$ cat src/rtl/ssfp_pkg.sv
// Shared types and constants for the servo status frame parser.
// No dependencies; every other file in rtl imports this package.
package ssfp_pkg;

	localparam int MAX_PARAMS_DEF = 32;
	localparam int OUT_LIMIT = 32;
	localparam int CNT_W = 6;
	localparam int IDX_W = 6;
	localparam int OUTQ_DEPTH = 4;

	localparam logic [7:0] HDR_BYTE = 8'hFF;
	localparam logic [7:0] MIN_LEN = 8'd2;

	localparam logic REG_EXPECTED_ID = 1'b0;
	localparam logic REG_EXPECTED_LEN = 1'b1;

	typedef enum logic [2:0] {
		PH_HUNT1 = 3'd0,
		PH_HUNT2 = 3'd1,
		PH_ID = 3'd2,
		PH_LEN = 3'd3,
		PH_ERR = 3'd4,
		PH_PARAM = 3'd5,
		PH_CHK = 3'd6
	} phase_t;

	typedef struct packed {
		logic valid;
		logic bank;
		logic [IDX_W-1:0] idx;
		logic [7:0] data;
	} mem_wr_t;

	typedef struct packed {
		logic bank;
		logic [CNT_W-1:0] count;
	} cmd_t;

	typedef struct packed {
		logic [7:0] data;
		logic [4:0] idx;
		logic last;
	} out_t;

endpackage

$ cat src/rtl/servo_status_frame_parser.sv
// Top level of the servo status frame parser: configuration registers and block wiring.
// Depends on ssfp_pkg, ssfp_front, ssfp_cmdq and ssfp_back.
//
//  channel   | handshake          | payload
//  ----------+--------------------+-------------------------------
//  bytes in  | push / full        | rx_byte[7:0]
//  results   | empty / pop        | data_byte[7:0], byte_index[4:0], last
//  config    | cfg_we             | cfg_addr[0], cfg_wdata[7:0]
//
// The parser state machine takes one received byte per cycle while full is low.
// A good frame's results pass the request queue, store read register and result queue;
// they then follow one per cycle while pop is held, set by the store's single read port.
// full rises while two accepted frames still hold both banks of the parameter store.
// Reset clears control state only; the store needs no clearing pass.
module servo_status_frame_parser import ssfp_pkg::*; #(
	parameter int MAX_PARAMS = MAX_PARAMS_DEF
) (
	input logic clk,
	input logic arst_n,
	input logic push,
	output logic full,
	input logic [7:0] rx_byte,
	output logic empty,
	input logic pop,
	output logic [7:0] data_byte,
	output logic [4:0] byte_index,
	output logic last,
	input logic cfg_we,
	input logic cfg_addr,
	input logic [7:0] cfg_wdata
);

	logic [7:0] expected_id_q;
	logic [5:0] expected_len_q;
	logic in_valid;
	mem_wr_t mem_wr;
	cmd_t push_cmd, head;
	logic cmd_push, head_valid, head_pop, cmdq_full;
	logic [1:0] cmdq_count;

	always_ff @(posedge clk or negedge arst_n) begin
		if (!arst_n) begin
			expected_id_q <= 8'd1;
			expected_len_q <= 6'd2;
		end else if (cfg_we) begin
			case (cfg_addr)
				REG_EXPECTED_ID: expected_id_q <= cfg_wdata;
				REG_EXPECTED_LEN: expected_len_q <= cfg_wdata[5:0];
				default: ;
			endcase
		end
	end

	assign full = cmdq_full;
	assign in_valid = push && !cmdq_full;

	ssfp_front #(.MAX_PARAMS(MAX_PARAMS)) u_front (
		.clk(clk),
		.arst_n(arst_n),
		.in_valid(in_valid),
		.rx_byte(rx_byte),
		.expected_id(expected_id_q),
		.expected_len(expected_len_q),
		.mem_wr(mem_wr),
		.cmd(push_cmd),
		.cmd_push(cmd_push)
	);

	ssfp_cmdq u_cmdq (
		.clk(clk),
		.arst_n(arst_n),
		.push(cmd_push),
		.push_cmd(push_cmd),
		.pop(head_pop),
		.head(head),
		.valid(head_valid),
		.full(cmdq_full),
		.count(cmdq_count)
	);

	ssfp_back #(.MAX_PARAMS(MAX_PARAMS)) u_back (
		.clk(clk),
		.arst_n(arst_n),
		.mem_wr(mem_wr),
		.head(head),
		.head_valid(head_valid),
		.head_pop(head_pop),
		.pop(pop),
		.empty(empty),
		.data_byte(data_byte),
		.byte_index(byte_index),
		.last(last)
	);

`ifndef SYNTHESIS
	// The parser must never overwrite the bank that the emitter is still reading.
	a_bank_guard: assert property (@(posedge clk) disable iff (!arst_n)
		(mem_wr.valid && head_valid) |-> (mem_wr.bank != head.bank))
		else $error("parameter store write hit the bank being emitted");

	// A frame is only accepted while a free bank is available.
	a_cmd_room: assert property (@(posedge clk) disable iff (!arst_n)
		cmd_push |-> (cmdq_count != 2'd2))
		else $error("emit request pushed into a full request queue");

	// The emitter retires a request only when one is pending.
	a_pop_valid: assert property (@(posedge clk) disable iff (!arst_n)
		head_pop |-> head_valid)
		else $error("emit request retired from an empty queue");

	// Queue depth follows its push and pop history.
	a_cmd_count: assert property (@(posedge clk) disable iff (!arst_n)
		(cmd_push && !head_pop) |=> (cmdq_count == $past(cmdq_count) + 2'd1))
		else $error("request queue count out of step");
`endif

endmodule

$ cat src/rtl/ssfp_front.sv
// Byte-level frame parser: header hunt, field capture, checksum and accept decision.
// Depends on ssfp_pkg; writes parameters into the back end's store and queues emit requests.
module ssfp_front import ssfp_pkg::*; #(
	parameter int MAX_PARAMS = MAX_PARAMS_DEF
) (
	input logic clk,
	input logic arst_n,
	input logic in_valid,
	input logic [7:0] rx_byte,
	input logic [7:0] expected_id,
	input logic [5:0] expected_len,
	output mem_wr_t mem_wr,
	output cmd_t cmd,
	output logic cmd_push
);

	localparam int LIMIT = (MAX_PARAMS < OUT_LIMIT) ? MAX_PARAMS : OUT_LIMIT;
	localparam logic [CNT_W-1:0] LIMIT_C = CNT_W'(LIMIT);
	localparam logic [7:0] MAXP_C = 8'(MAX_PARAMS);

	phase_t phase_q, phase_d;
	logic [7:0] id_q, id_d;
	logic [7:0] len_q, len_d;
	logic [7:0] sum_q, sum_d;
	logic [7:0] seen_q, seen_d;
	logic err_clr_q, err_clr_d;
	logic bank_q, bank_d;
	logic [7:0] seen_inc;
	logic [8:0] seen_plus2;
	logic good;
	logic [CNT_W-1:0] count;

	always_ff @(posedge clk or negedge arst_n) begin
		if (!arst_n) begin
			phase_q <= PH_HUNT1;
			id_q <= '0;
			len_q <= '0;
			sum_q <= '0;
			seen_q <= '0;
			err_clr_q <= 1'b0;
			bank_q <= 1'b0;
		end else begin
			phase_q <= phase_d;
			id_q <= id_d;
			len_q <= len_d;
			sum_q <= sum_d;
			seen_q <= seen_d;
			err_clr_q <= err_clr_d;
			bank_q <= bank_d;
		end
	end

	assign seen_inc = seen_q + 8'd1;
	assign seen_plus2 = {1'b0, seen_inc} + 9'd2;
	assign count = ({1'b0, expected_len} > {1'b0, LIMIT_C}) ? LIMIT_C : CNT_W'(expected_len);
	assign good = (id_q == expected_id) && err_clr_q && (rx_byte == ~sum_q) &&
		((len_q - MIN_LEN) >= {2'b00, expected_len});

	always_comb begin
		phase_d = phase_q;
		id_d = id_q;
		len_d = len_q;
		sum_d = sum_q;
		seen_d = seen_q;
		err_clr_d = err_clr_q;
		bank_d = bank_q;
		mem_wr = '0;
		mem_wr.bank = bank_q;
		mem_wr.idx = seen_q[IDX_W-1:0];
		mem_wr.data = rx_byte;
		cmd.bank = bank_q;
		cmd.count = count;
		cmd_push = 1'b0;
		if (in_valid) begin
			case (phase_q)
				PH_HUNT1: begin
					if (rx_byte == HDR_BYTE)
						phase_d = PH_HUNT2;
				end
				PH_HUNT2: begin
					phase_d = (rx_byte == HDR_BYTE) ? PH_ID : PH_HUNT1;
				end
				PH_ID: begin
					id_d = rx_byte;
					sum_d = rx_byte;
					phase_d = PH_LEN;
				end
				PH_LEN: begin
					len_d = rx_byte;
					sum_d = sum_q + rx_byte;
					phase_d = (rx_byte < MIN_LEN) ? PH_HUNT1 : PH_ERR;
				end
				PH_ERR: begin
					err_clr_d = (rx_byte == 8'd0);
					sum_d = sum_q + rx_byte;
					seen_d = '0;
					phase_d = (len_q == MIN_LEN) ? PH_CHK : PH_PARAM;
				end
				PH_PARAM: begin
					// Parameters past the store depth still count toward the sum.
					mem_wr.valid = (seen_q < MAXP_C);
					sum_d = sum_q + rx_byte;
					seen_d = seen_inc;
					if (seen_plus2 >= {1'b0, len_q})
						phase_d = PH_CHK;
				end
				PH_CHK: begin
					phase_d = PH_HUNT1;
					if (good && (count != '0)) begin
						cmd_push = 1'b1;
						bank_d = ~bank_q;
					end
				end
				default: begin
					phase_d = PH_HUNT1;
				end
			endcase
		end
	end

endmodule

$ cat src/rtl/ssfp_cmdq.sv
// Two-entry queue of emit requests between the parser and the emitter.
// Depends on ssfp_pkg for the request type.
module ssfp_cmdq import ssfp_pkg::*; (
	input logic clk,
	input logic arst_n,
	input logic push,
	input cmd_t push_cmd,
	input logic pop,
	output cmd_t head,
	output logic valid,
	output logic full,
	output logic [1:0] count
);

	cmd_t ent_q [2];
	logic wp_q, rp_q;
	logic [1:0] cnt_q;

	always_ff @(posedge clk or negedge arst_n) begin
		if (!arst_n) begin
			wp_q <= 1'b0;
			rp_q <= 1'b0;
			cnt_q <= '0;
		end else begin
			if (push)
				wp_q <= ~wp_q;
			if (pop)
				rp_q <= ~rp_q;
			cnt_q <= cnt_q + {1'b0, push} - {1'b0, pop};
		end
	end

	always_ff @(posedge clk) begin
		if (push)
			ent_q[wp_q] <= push_cmd;
	end

	assign head = ent_q[rp_q];
	assign valid = (cnt_q != 2'd0);
	assign full = (cnt_q == 2'd2);
	assign count = cnt_q;

endmodule

$ cat src/rtl/ssfp_back.sv
// Emitter: two-bank parameter store, read sequencer and a small result queue.
// Depends on ssfp_pkg; takes store writes from ssfp_front and requests from ssfp_cmdq.
module ssfp_back import ssfp_pkg::*; #(
	parameter int MAX_PARAMS = MAX_PARAMS_DEF
) (
	input logic clk,
	input logic arst_n,
	input mem_wr_t mem_wr,
	input cmd_t head,
	input logic head_valid,
	output logic head_pop,
	input logic pop,
	output logic empty,
	output logic [7:0] data_byte,
	output logic [4:0] byte_index,
	output logic last
);

	localparam int IW = (MAX_PARAMS > 1) ? $clog2(MAX_PARAMS) : 1;
	localparam int DEPTH = 2 * (2 ** IW);
	localparam int PW = $clog2(OUTQ_DEPTH);
	localparam int QCW = $clog2(OUTQ_DEPTH + 2);

	logic [7:0] mem [DEPTH];
	logic [CNT_W-1:0] k_q;
	logic busy_s1;
	logic [7:0] rdata_s1;
	logic [4:0] idx_s1;
	logic last_s1;
	out_t ent_q [OUTQ_DEPTH];
	logic [PW-1:0] wp_q, rp_q;
	logic [QCW-1:0] cnt_q;
	logic issue, last_issue, deq;
	out_t head_ent;

	// Space is reserved for the read in flight so the queue never overflows.
	assign issue = head_valid &&
		((cnt_q + QCW'(busy_s1)) < QCW'(OUTQ_DEPTH));
	assign last_issue = ((k_q + CNT_W'(1)) == head.count);
	assign head_pop = issue && last_issue;
	assign deq = pop && (cnt_q != '0);

	always_ff @(posedge clk) begin
		if (mem_wr.valid)
			mem[{mem_wr.bank, mem_wr.idx[IW-1:0]}] <= mem_wr.data;
		if (issue) begin
			rdata_s1 <= mem[{head.bank, k_q[IW-1:0]}];
			idx_s1 <= k_q[4:0];
			last_s1 <= last_issue;
		end
		if (busy_s1)
			ent_q[wp_q] <= '{data: rdata_s1, idx: idx_s1, last: last_s1};
	end

	always_ff @(posedge clk or negedge arst_n) begin
		if (!arst_n) begin
			k_q <= '0;
			busy_s1 <= 1'b0;
			wp_q <= '0;
			rp_q <= '0;
			cnt_q <= '0;
		end else begin
			busy_s1 <= issue;
			if (issue)
				k_q <= last_issue ? '0 : k_q + CNT_W'(1);
			if (busy_s1)
				wp_q <= wp_q + PW'(1);
			if (deq)
				rp_q <= rp_q + PW'(1);
			cnt_q <= cnt_q + QCW'(busy_s1) - QCW'(deq);
		end
	end

	assign head_ent = ent_q[rp_q];
	assign empty = (cnt_q == '0);
	assign data_byte = head_ent.data;
	assign byte_index = head_ent.idx;
	assign last = head_ent.last;

endmodule

$ cat config.mk
export PLATFORM = sky130hd
export DESIGN_NAME = servo_status_frame_parser
export DESIGN_NICKNAME = d
export VERILOG_FILES = /design/src/rtl/ssfp_pkg.sv /design/src/rtl/servo_status_frame_parser.sv /design/src/rtl/ssfp_front.sv /design/src/rtl/ssfp_cmdq.sv /design/src/rtl/ssfp_back.sv
export SDC_FILE = /design/constraint.sdc
export NUM_CORES = 1
export LEC_CHECK = 0
export BUFFER_PORTS_ARGS = -buffer_cell sky130_fd_sc_hd__buf_2
export CAP_MARGIN = 40
export CORE_UTILIZATION = 45
export CTS_BUF_LIST = sky130_fd_sc_hd__clkbuf_8
export CTS_CLUSTER_SIZE = 24
export DETAILED_ROUTE_END_ITERATION = 7
export PLACE_DENSITY_LB_ADDON = 0.2
export SLEW_MARGIN = 15
export SYNTH_ARGS = -nofsm -noshare
export SYNTH_HDL_FRONTEND = slang
export SYNTH_HIERARCHICAL = 1
export SYNTH_SLANG_ARGS = --single-unit
$ cat constraint.sdc
create_clock -name clk -period 3.7 [get_ports clk]
set_input_delay 0.37 -clock clk [delete_from_list [all_inputs] [get_ports clk]]
set_output_delay 0.37 -clock clk [all_outputs]
set_load 0.005 [all_outputs]
==> out/results.txt, run 1 <==
After synthesis, the mean cell area works out to 17.9 µm². Detailed routing inserted a total of 14600 vias. The critical path is of the flip-flop to flip-flop type. Setup repair after global routing left no endpoint under its margin.

The vertical extent of the die was 250 µm. Entering global routing, the biggest net connects 71 pins. The endpoint of the worst hold path was expected_id_q[7]. The first routing iteration left 1155 violations.

The post-layout instance count excluding filler cells is 2572. Summed over all cells, the static leakage comes to 10.4 nW. CTS placed an instance of sky130_fd_sc_hd__clkbuf_8 at the clock tree root. The number of buffers and inverters on the critical path is 0. Traced cell by cell, the critical path runs through ha_1 > and2b_1 > nand2_1 > o32ai_1 > o21ai_1 > xor2_1 > ha_1 > a21oi_1 > o21ai_0 > o21ai_0 > o311ai_2 > a22o_1. In this design, the stage delay of the slowest critical-path cell is 0.53 ns. Clock tree synthesis inserted a total of 106 buffers. No sink is reached through more buffers than the 3 on the longest clock path.

The number of buffer cells added on primary ports is 37, and the combined flip-flop and latch cell area is 0.0196 mm². After filler insertion, the fill cell instance count of the layout stands at 4878. Based on the critical path, the design can be clocked at up to 315 MHz.

Max-cap violations in this run came to 0. The worst setup path is captured at a flip-flop. The worst hold path passes through 3 cells. For the final database, setup skew stands at 0.0400 ns. After detailed routing, the average wire length per cell comes to 24.5 µm.

The layout overhead on the synthesized area was 13.2%; the H-tree depth reported by CTS was 3. The endpoint of the lowest-slack register-to-register path is u_front/phase_q[1]. For the routed wire length, the log shows 62.9 mm. The logs give 0.206 for the total routing resource utilization after global routing and 0.0624 mm² for the overall die area. 38 I/O pins were placed. Required time at the endpoint of the critical path: 4.30 ns.

The netlist area before placement was 0.0276 mm². The run finished with clean final reports. The logs give 0.457 for the effective utilization at floorplan and 7 for the number of detailed-routing iterations run before antenna repair.

The tools report the startpoint of the lowest-slack hold path as cfg_addr. Global routing finished with a remaining overflow of 0. The tree built by TritonCTS fans out to 665 sinks. The number of nets in the final layout came out at 1768.

Post-layout utilization of the core: 0.517. For the count of final max-slew check failures, the log shows 0. The cell count after synthesis came out at 1542. The run gives 0.447 as the worst slew slack as a fraction of its limit. The highest net fanout along the worst path is 13, and the power per unit of standard cell area is 481 mW/mm².

Including well taps, the total number of placed cells is 2374. The routability congestion estimate from global placement is 0.780, and the final cycle utilization of the critical path is 0.858. The worst setup path is launched from a flip-flop.

The cell count of the worst reg-to-reg path was 12; the detailed-route vias per instance was 5.70. Subtracting the final worst setup slack from the clock period gives 3.18 ns. The number of antenna violations at the first check in global routing came out at 1. TritonCTS built the clock tree. The run gives 1600 as the post-synth net total. After legalization and detailed placement, the total HPWL measured 38.7 mm. In the routed design, unresolved DRC markers number 0.

For this run, the number of Yosys warnings is 6. The via count of the first global-routing pass is 15100. The worst flop-to-flop path startpoint is u_front/seen_q[1].

The later pin in the worst-skew pair is clocked with a latency of 0.71 ns. After clock tree synthesis, the clock-pin slew on the worst setup and hold paths is 0.06 ns. Summed over all failing endpoints, the final setup total negative slack is 0 ns. The kind of cell with the highest combined delay along the critical path is compound AO/OA/AOI/OAI gates. Across all register-to-register paths, the minimum setup slack is 0.52 ns. The first global-routing pass estimated 95.1 mm of wire. The worst hold path belongs to the class input port to flip-flop. Setup violations remaining at the end of the flow were counted as 0.

In this run the core area contains 90 standard-cell rows. After clock tree synthesis, the repair step resized 0 gates. For the pin with the worst max-slew slack, the measured transition is 0.830 ns. The count of nets left with antenna violations once routing finished came out at 0. The count of final hold-check violations was 0; the core region area was 0.0605 mm². The proportion of layout cells with a drive suffix above 1 was 0.266. The data arrival time of the critical path is 3.78 ns. The largest individual stage delay along the critical path comes from the cell sky130_fd_sc_hd__dfrtp_1.

The die is 250 µm wide. IR analysis of the VDD net gives a maximum drop of 284 µV. For the combined area of the multi-input logic cells, the log shows 0.00732 mm².
==> worst min-delay path, delay by kind of cell <==
| family | cells | cell delay [ns] |
|---|---|---|
| and+or+nand+nor | 1 | 0.09 |
| muxes | 1 | 0.20 |
| buffers and inverters | 1 | 0.12 |
==> per-stage QoR <==
step	instance area [µm²]	power (mW)	hold slack [ns]	worst slack (ns)
6_report	31300	15.0	0.101	0.524
5_1_grt	31300	15.6	0.0856	0.290
4_1_cts	31200	15.2	0.0420	0.555
3_5_place_dp	29100	9.16	0.299	0.583
3_3_place_gp	29000	9.11	0.468	0.615
2_1_floorplan	27600	8.87	0.0744	0.946
==> where the power goes <==
group	switching [mW]	internal [mW]
Clock	2.81	3.24
Combinational	0.329	0.309
Sequential	0.111	8.24
Total	3.25	11.8
==> layer usage <==
metal | GRT usage | vias to the layer above | part of all wire
li1 | - | 6451 | -
met1 | 0.285 | 7643 | 0.43
met2 | 0.334 | 479 | 0.49
met3 | 0.0382 | 75 | 0.065
met4 | 0.0605 | 0 | 0.018
met5 | 0 | - | 0
==> worst max path at each step <==
stage | start | slack, ns | end | depth (start not counted)
6_report | u_front/seen_q[1] | 0.52 | u_front/phase_q[1] | 12
5_1_grt | u_front/seen_q[1] | 0.29 | u_front/phase_q[1] | 12
4_1_cts | u_front/seen_q[1] | 0.55 | u_front/phase_q[1] | 12
3_5_place_dp | u_front/seen_q[1] | 0.58 | u_front/phase_q[1] | 12
3_3_place_gp | u_front/seen_q[1] | 0.62 | u_front/phase_q[1] | 12
2_1_floorplan | u_cmdq/count[1] | 0.95 | u_back/mem[53][0] | 8
==> final cells by class <==
cell class | count | share of cell area
inverters | 31 | 0.00372
clock buffers | 110 | 0.0484
multi-input cells | 757 | 0.234
well taps | 782 | 0.0313
diodes | 1 | 0.0000801
repair buffers | 149 | 0.0375
flip-flops and latches | 665 | 0.628
clock inverters | 77 | 0.0165
==> flip-flops by register name (all words and copies together), names as in the netlist, 2 cells and up <==
| name | cells |
|---|---|
| u_cmdq/ent_q | 14 |
| u_front/id_q | 8 |
| u_front/len_q | 8 |
| u_front/seen_q | 8 |
| expected_len_q | 6 |
| u_back/rp_q | 2 |
| u_front/phase_q | 3 |
| u_back/cnt_q | 3 |
| u_back/idx_s1 | 5 |
| u_cmdq/count | 2 |
| expected_id_q | 8 |
| u_back/mem | 512 |
| u_front/sum_q | 8 |
| u_back/k_q | 6 |
| u_back/rdata_s1 | 8 |
| u_back/wp_q | 2 |
| u_back/ent_q | 56 |
==> timing repair <==
action,CTS,global route
buffers inserted,0,0
hold endpoints to repair,82,0
hold buffers,9,0
==> placed cells by master, fill, tap and decap left out, types with 19 or more instances in the layout <==
cell	count
sky130_fd_sc_hd__edfxtp_1	596
sky130_fd_sc_hd__mux4_2	128
sky130_fd_sc_hd__clkbuf_8	110
sky130_fd_sc_hd__buf_4	94
sky130_fd_sc_hd__nor2_1	93
sky130_fd_sc_hd__nand2_1	70
sky130_fd_sc_hd__inv_1	66
sky130_fd_sc_hd__dfrtp_1	64
sky130_fd_sc_hd__buf_2	37
sky130_fd_sc_hd__o21ai_0	35
sky130_fd_sc_hd__ha_1	35
sky130_fd_sc_hd__mux2_2	34
sky130_fd_sc_hd__mux2i_1	31
sky130_fd_sc_hd__a21oi_1	26
sky130_fd_sc_hd__nor2b_1	25
sky130_fd_sc_hd__o22ai_1	24
sky130_fd_sc_hd__xnor2_1	24
sky130_fd_sc_hd__xor2_1	19
Note: power is estimated with default switching activity, not from simulation.
==> run 2: changes to the inputs <==
SYNTH_HIERARCHICAL = not set   (was 1)
==> run 2 against run 1 <==
Against the previous run: synthesized cell count down 6.3%; clock power increased by 14%; routed wire length fell by 4.9%; final cell count shrank 2.8%; combinational power decreased by 10%.
==> out/results.txt, run 2 <==
The number of antenna-violating nets in the routed design was 0 (unchanged). For the total number of placement rows, the log shows 89 (was 90). The count of flip-flops with a built-in enable after synthesis is 596, and the highest clock rate is 299 MHz (was 315 MHz). The tools report the sort of element at the end of the critical path as a flip-flop (unchanged). The final worst slack is 0.354 ns (was 0.524 ns), and the number of detailed-routing iterations run before antenna repair is 5 (was 7). The number of design-rule violations left by the first detailed-router iteration came out at 1159 (was 1155). Setup repair after global routing left no endpoint under its margin. Effective utilization at floorplan: 0.458 (was 0.457).

The via count of the first global-routing pass was 14200 (was 15100); the post-synth net total was 1503 (was 1600). The routed wire length came out at 59.9 mm (was 62.9 mm). The relative contribution of sequential cells to total power was 0.527 (was 0.556); the proportion of layout cells with a drive suffix above 1 was 0.294 (was 0.266).

The clock sink count is 665 (unchanged). The count of final hold-check violations was 0 (unchanged). The predominant post-synthesis flop cell is sky130_fd_sc_hd__edfxtp_1. The number of instances in the synthesized netlist is 1445 (was 1542). The detailed-route vias per instance works out to 5.58 (was 5.70).

The run gives 71 (unchanged) as the maximum number of pins on one net before global-route repair. The mean instance size in the synthesized netlist is 18.9 µm² (was 17.9 µm²), and the total DRC errors in the routed layout is 0 (unchanged). The run gives 105 (was 106) as the total CTS buffers.

The synthesized design spends more area on one cell type than any other, namely sky130_fd_sc_hd__edfxtp_1. The post-layout instance count excluding filler cells was 2500 (was 2572); the setup slack of the worst register-to-register path was 0.35 ns (was 0.52 ns). The tools report the total routing resource utilization after global routing as 0.201 (was 0.206). The endpoint of the worst hold path is u_front.phase_q[2] (was expected_id_q[7]). The number of flip-flops under the largest register name is 512 (unchanged). TritonCTS built the clock tree. The layout overhead on the synthesized area came out at 15.2% (was 13.2%). The net switching power came out at 3.29 mW (was 3.25 mW). For the data arrival time of the critical path, the log shows 3.92 ns (was 3.78 ns).

The number of fillers in the final layout is 4811 (was 4878), and the max capacitance violation total is 0 (unchanged). The run gives 0.838 (was 0.780) as the routability congestion estimate from global placement. The clock skew is 0.0345 ns (was 0.0400 ns), and the largest vdd supply drop is 246 µV (was 284 µV). The core region area was 0.0595 mm² (was 0.0605 mm²).

Synthesis inferred 665 register bits. The count of final max-slew check failures was 0 (unchanged); the total leakage power was 10.5 nW (was 10.4 nW). The type of the worst min-delay path was input port to flip-flop (unchanged).

The worst slew slack as a fraction of its limit is 0.437 (was 0.447). The final period demand of the worst path is 3.35 ns (was 3.18 ns). The startpoint type of the worst setup path was a flip-flop (unchanged). The worst flop-to-flop path startpoint was u_front.seen_q[0] (was u_front/seen_q[1]). The tools report the cell chosen for the clock root as sky130_fd_sc_hd__clkbuf_8 (unchanged).

Switching portion of total power: 0.208 (was 0.216). The startpoint of the lowest-slack hold path is push (was cfg_addr). The relative contribution of combinational cells to total power is 0.036 (was 0.042). The overall die area was 0.0615 mm² (was 0.0624 mm²). The dominant cell by count in the synthesized netlist was sky130_fd_sc_hd__edfxtp_1. The tools report the number of antenna violations at the first check in global routing as 1 (unchanged). The fraction of registers with async set/reset is 0.104, and the number of buffer cells added on primary ports is 37 (unchanged). In the post-synthesis netlist, the biggest area contributors are sky130_fd_sc_hd__edfxtp_1, sky130_fd_sc_hd__mux4_2, sky130_fd_sc_hd__dfrtp_1. The tools report the endpoint of the lowest-slack register-to-register path as u_front.phase_q[0] (was u_front/phase_q[1]). Setup TNS: 0 ns (unchanged).

The clock-pin slew on the worst setup and hold paths is 0.06 ns (about the same), and the area share of the largest cell type after synthesis is 0.657. The detail-routed net length per standard cell works out to 24.0 µm (was 24.5 µm). For the design internal power, the log shows 12.5 mW (was 11.8 mW).

For the netlist area before placement, the log shows 0.0272 mm² (was 0.0276 mm²). The leading cell type in the layout, fill and taps excluded is sky130_fd_sc_hd__edfxtp_1 (unchanged). The global-route wire length before repair was 90.2 mm (was 95.1 mm); the power per unit of standard cell area was 503 mW/mm² (was 481 mW/mm²). The horizontal die dimension came out at 248 µm (was 250 µm).

The cell count of the worst hold path came out at 3 (unchanged). The highest net fanout along the worst path came out at 8 (was 13). The tools report the setup violation total in the final timing report as 0 (unchanged). The run gives 0.437 (was 0.402) as the clock share of power. Most frequent cells in the layout: sky130_fd_sc_hd__edfxtp_1, sky130_fd_sc_hd__mux4_2, sky130_fd_sc_hd__clkbuf_8 (unchanged). The flow ran to the end, and the final reports show no timing, DRC or antenna violations. The run gives 13900 (was 14600) as the total number of vias. After synthesis, the most frequently instantiated cells are sky130_fd_sc_hd__edfxtp_1, sky130_fd_sc_hd__mux4_2, sky130_fd_sc_hd__nor2_1. The tools report the number of nets in the final layout as 1693 (was 1768). The cell count of the worst reg-to-reg path was 14 (was 12); the number of different library cells in the post-synthesis netlist was 74.

The launch point of the critical path was u_front.seen_q[0] (was u_front/seen_q[1]). The proportion of synthesized chip area in sequential cells is 0.721. Type of the worst setup path: flip-flop to flip-flop (unchanged). For the buffer depth of the longest clock path, the log shows 3 (unchanged). The actual transition at the worst max-transition pin was 0.845 ns (was 0.830 ns). The vertical extent of the die is 248 µm (was 250 µm). The I/O pin count is 38 (unchanged). The H-tree depth reported by CTS was 3 (unchanged); the clock latency on the worst-skew pair was 0.71 ns (about the same). The worst setup slack after placement is 0.320 ns (was 0.583 ns), and the total placed cells including tap cells is 2292 (was 2374). The overflow left after global routing is 0 (unchanged).

The count of yosys warnings during synthesis is 0 (was 6), and the final cycle utilization of the critical path is 0.904 (was 0.858). The run gives 4.27 ns (was 4.30 ns) as the required time at the endpoint of the critical path. For the placed wire-length estimate, the log shows 36.7 mm (was 38.7 mm).
==> run 2: cells by family after synthesis <==
family	count (synthesis)	share of synthesized area
flip-flops	665	0.721
AND/OR/NAND/NOR	254	0.0443
multiplexers	217	0.154
AO/OA/AOI/OAI	127	0.0322
buffers and inverters	103	0.0176
XOR/XNOR	43	0.0141
adder cells (fa/ha/maj)	36	0.0168
==> run 2: area by class of cell <==
type                            instances  area (µm²)  share of cell area
Antenna cell                            1        2.50           0.0000797
Clock buffer                          115        1580              0.0504
Clock inverter                         83         781              0.0249
Inverter                               38         143             0.00454
Multi-Input combinational cell        677        7130               0.227
Sequential cell                       665       19600               0.626
Tap cell                              773         967              0.0308
Timing Repair Buffer                  148        1140              0.0363
==> run 2: worst max-delay path, cell delays in order, from the launching register on <==
cell and delay [ns]:
sky130_fd_sc_hd__dfrtp_2 0.47, sky130_fd_sc_hd__ha_1 0.28, sky130_fd_sc_hd__nand2b_1 0.19, sky130_fd_sc_hd__nand2_1 0.08, sky130_fd_sc_hd__ha_1 0.16, sky130_fd_sc_hd__o21ai_0 0.13, sky130_fd_sc_hd__or3_1 0.35, sky130_fd_sc_hd__xnor2_1 0.14
sky130_fd_sc_hd__ha_1 0.29, sky130_fd_sc_hd__nand2_1 0.06, sky130_fd_sc_hd__nor4_1 0.27, sky130_fd_sc_hd__a211o_1 0.19, sky130_fd_sc_hd__a41oi_2 0.05, sky130_fd_sc_hd__or2_4 0.27, sky130_fd_sc_hd__mux2_4 0.29
==> run 2: worst max path at each step <==
stage | to | slack [ns] | cells past startpoint
final | u_front.phase_q[0] | 0.35 | 14
after global routing | u_front.phase_q[0] | 0.04 | 14
after CTS | u_front.phase_q[0] | 0.31 | 14
after detailed placement | u_front.phase_q[0] | 0.32 | 14
after global placement | u_front.phase_q[0] | 0.32 | 14
after floorplan | u_front.phase_q[0] | 0.56 | 14
==> run 2: power groups by stage <==
| stage | sequential [mW] | combinational, mW | clock (mW) |
|---|---|---|---|
| 2_1_floorplan | 8.41 | 0.321 | 0 |
| 3_3_place_gp | 8.51 | 0.499 | 0 |
| 3_5_place_dp | 8.48 | 0.582 | 0 |
| 4_1_cts | 8.32 | 0.590 | 7.04 |
| 5_1_grt | 8.33 | 0.633 | 7.35 |
| 6_report | 8.32 | 0.572 | 6.90 |
==> run 2: stage by stage <==
step	power (mW)	area (µm²)	hold slack [ns]	utilization
after global placement	9.01	28900	0.467	0.486
after CTS	16.0	31400	0.0500	0.528
after floorplan	8.74	27200	0.0744	-
after detailed placement	9.06	28900	0.354	0.486
final	15.8	31400	0.110	0.528
after global routing	16.3	31400	0.102	0.528
==> run 2: timing repair <==
action,CTS,global route
endpoints found under the hold margin,54,0
hold buffers,9,0
endpoints found under the setup margin,0,1
setup buffers,0,0
resized for setup,0,2
==> run 2: per-layer routing <==
metal  vias to the layer above  global-route usage  share of wire
li1                       6200                   -              -
met1                      7273               0.285           0.44
met2                       401               0.321           0.49
met3                        74              0.0315          0.054
met4                         0              0.0635          0.020
met5                         -                   0              0
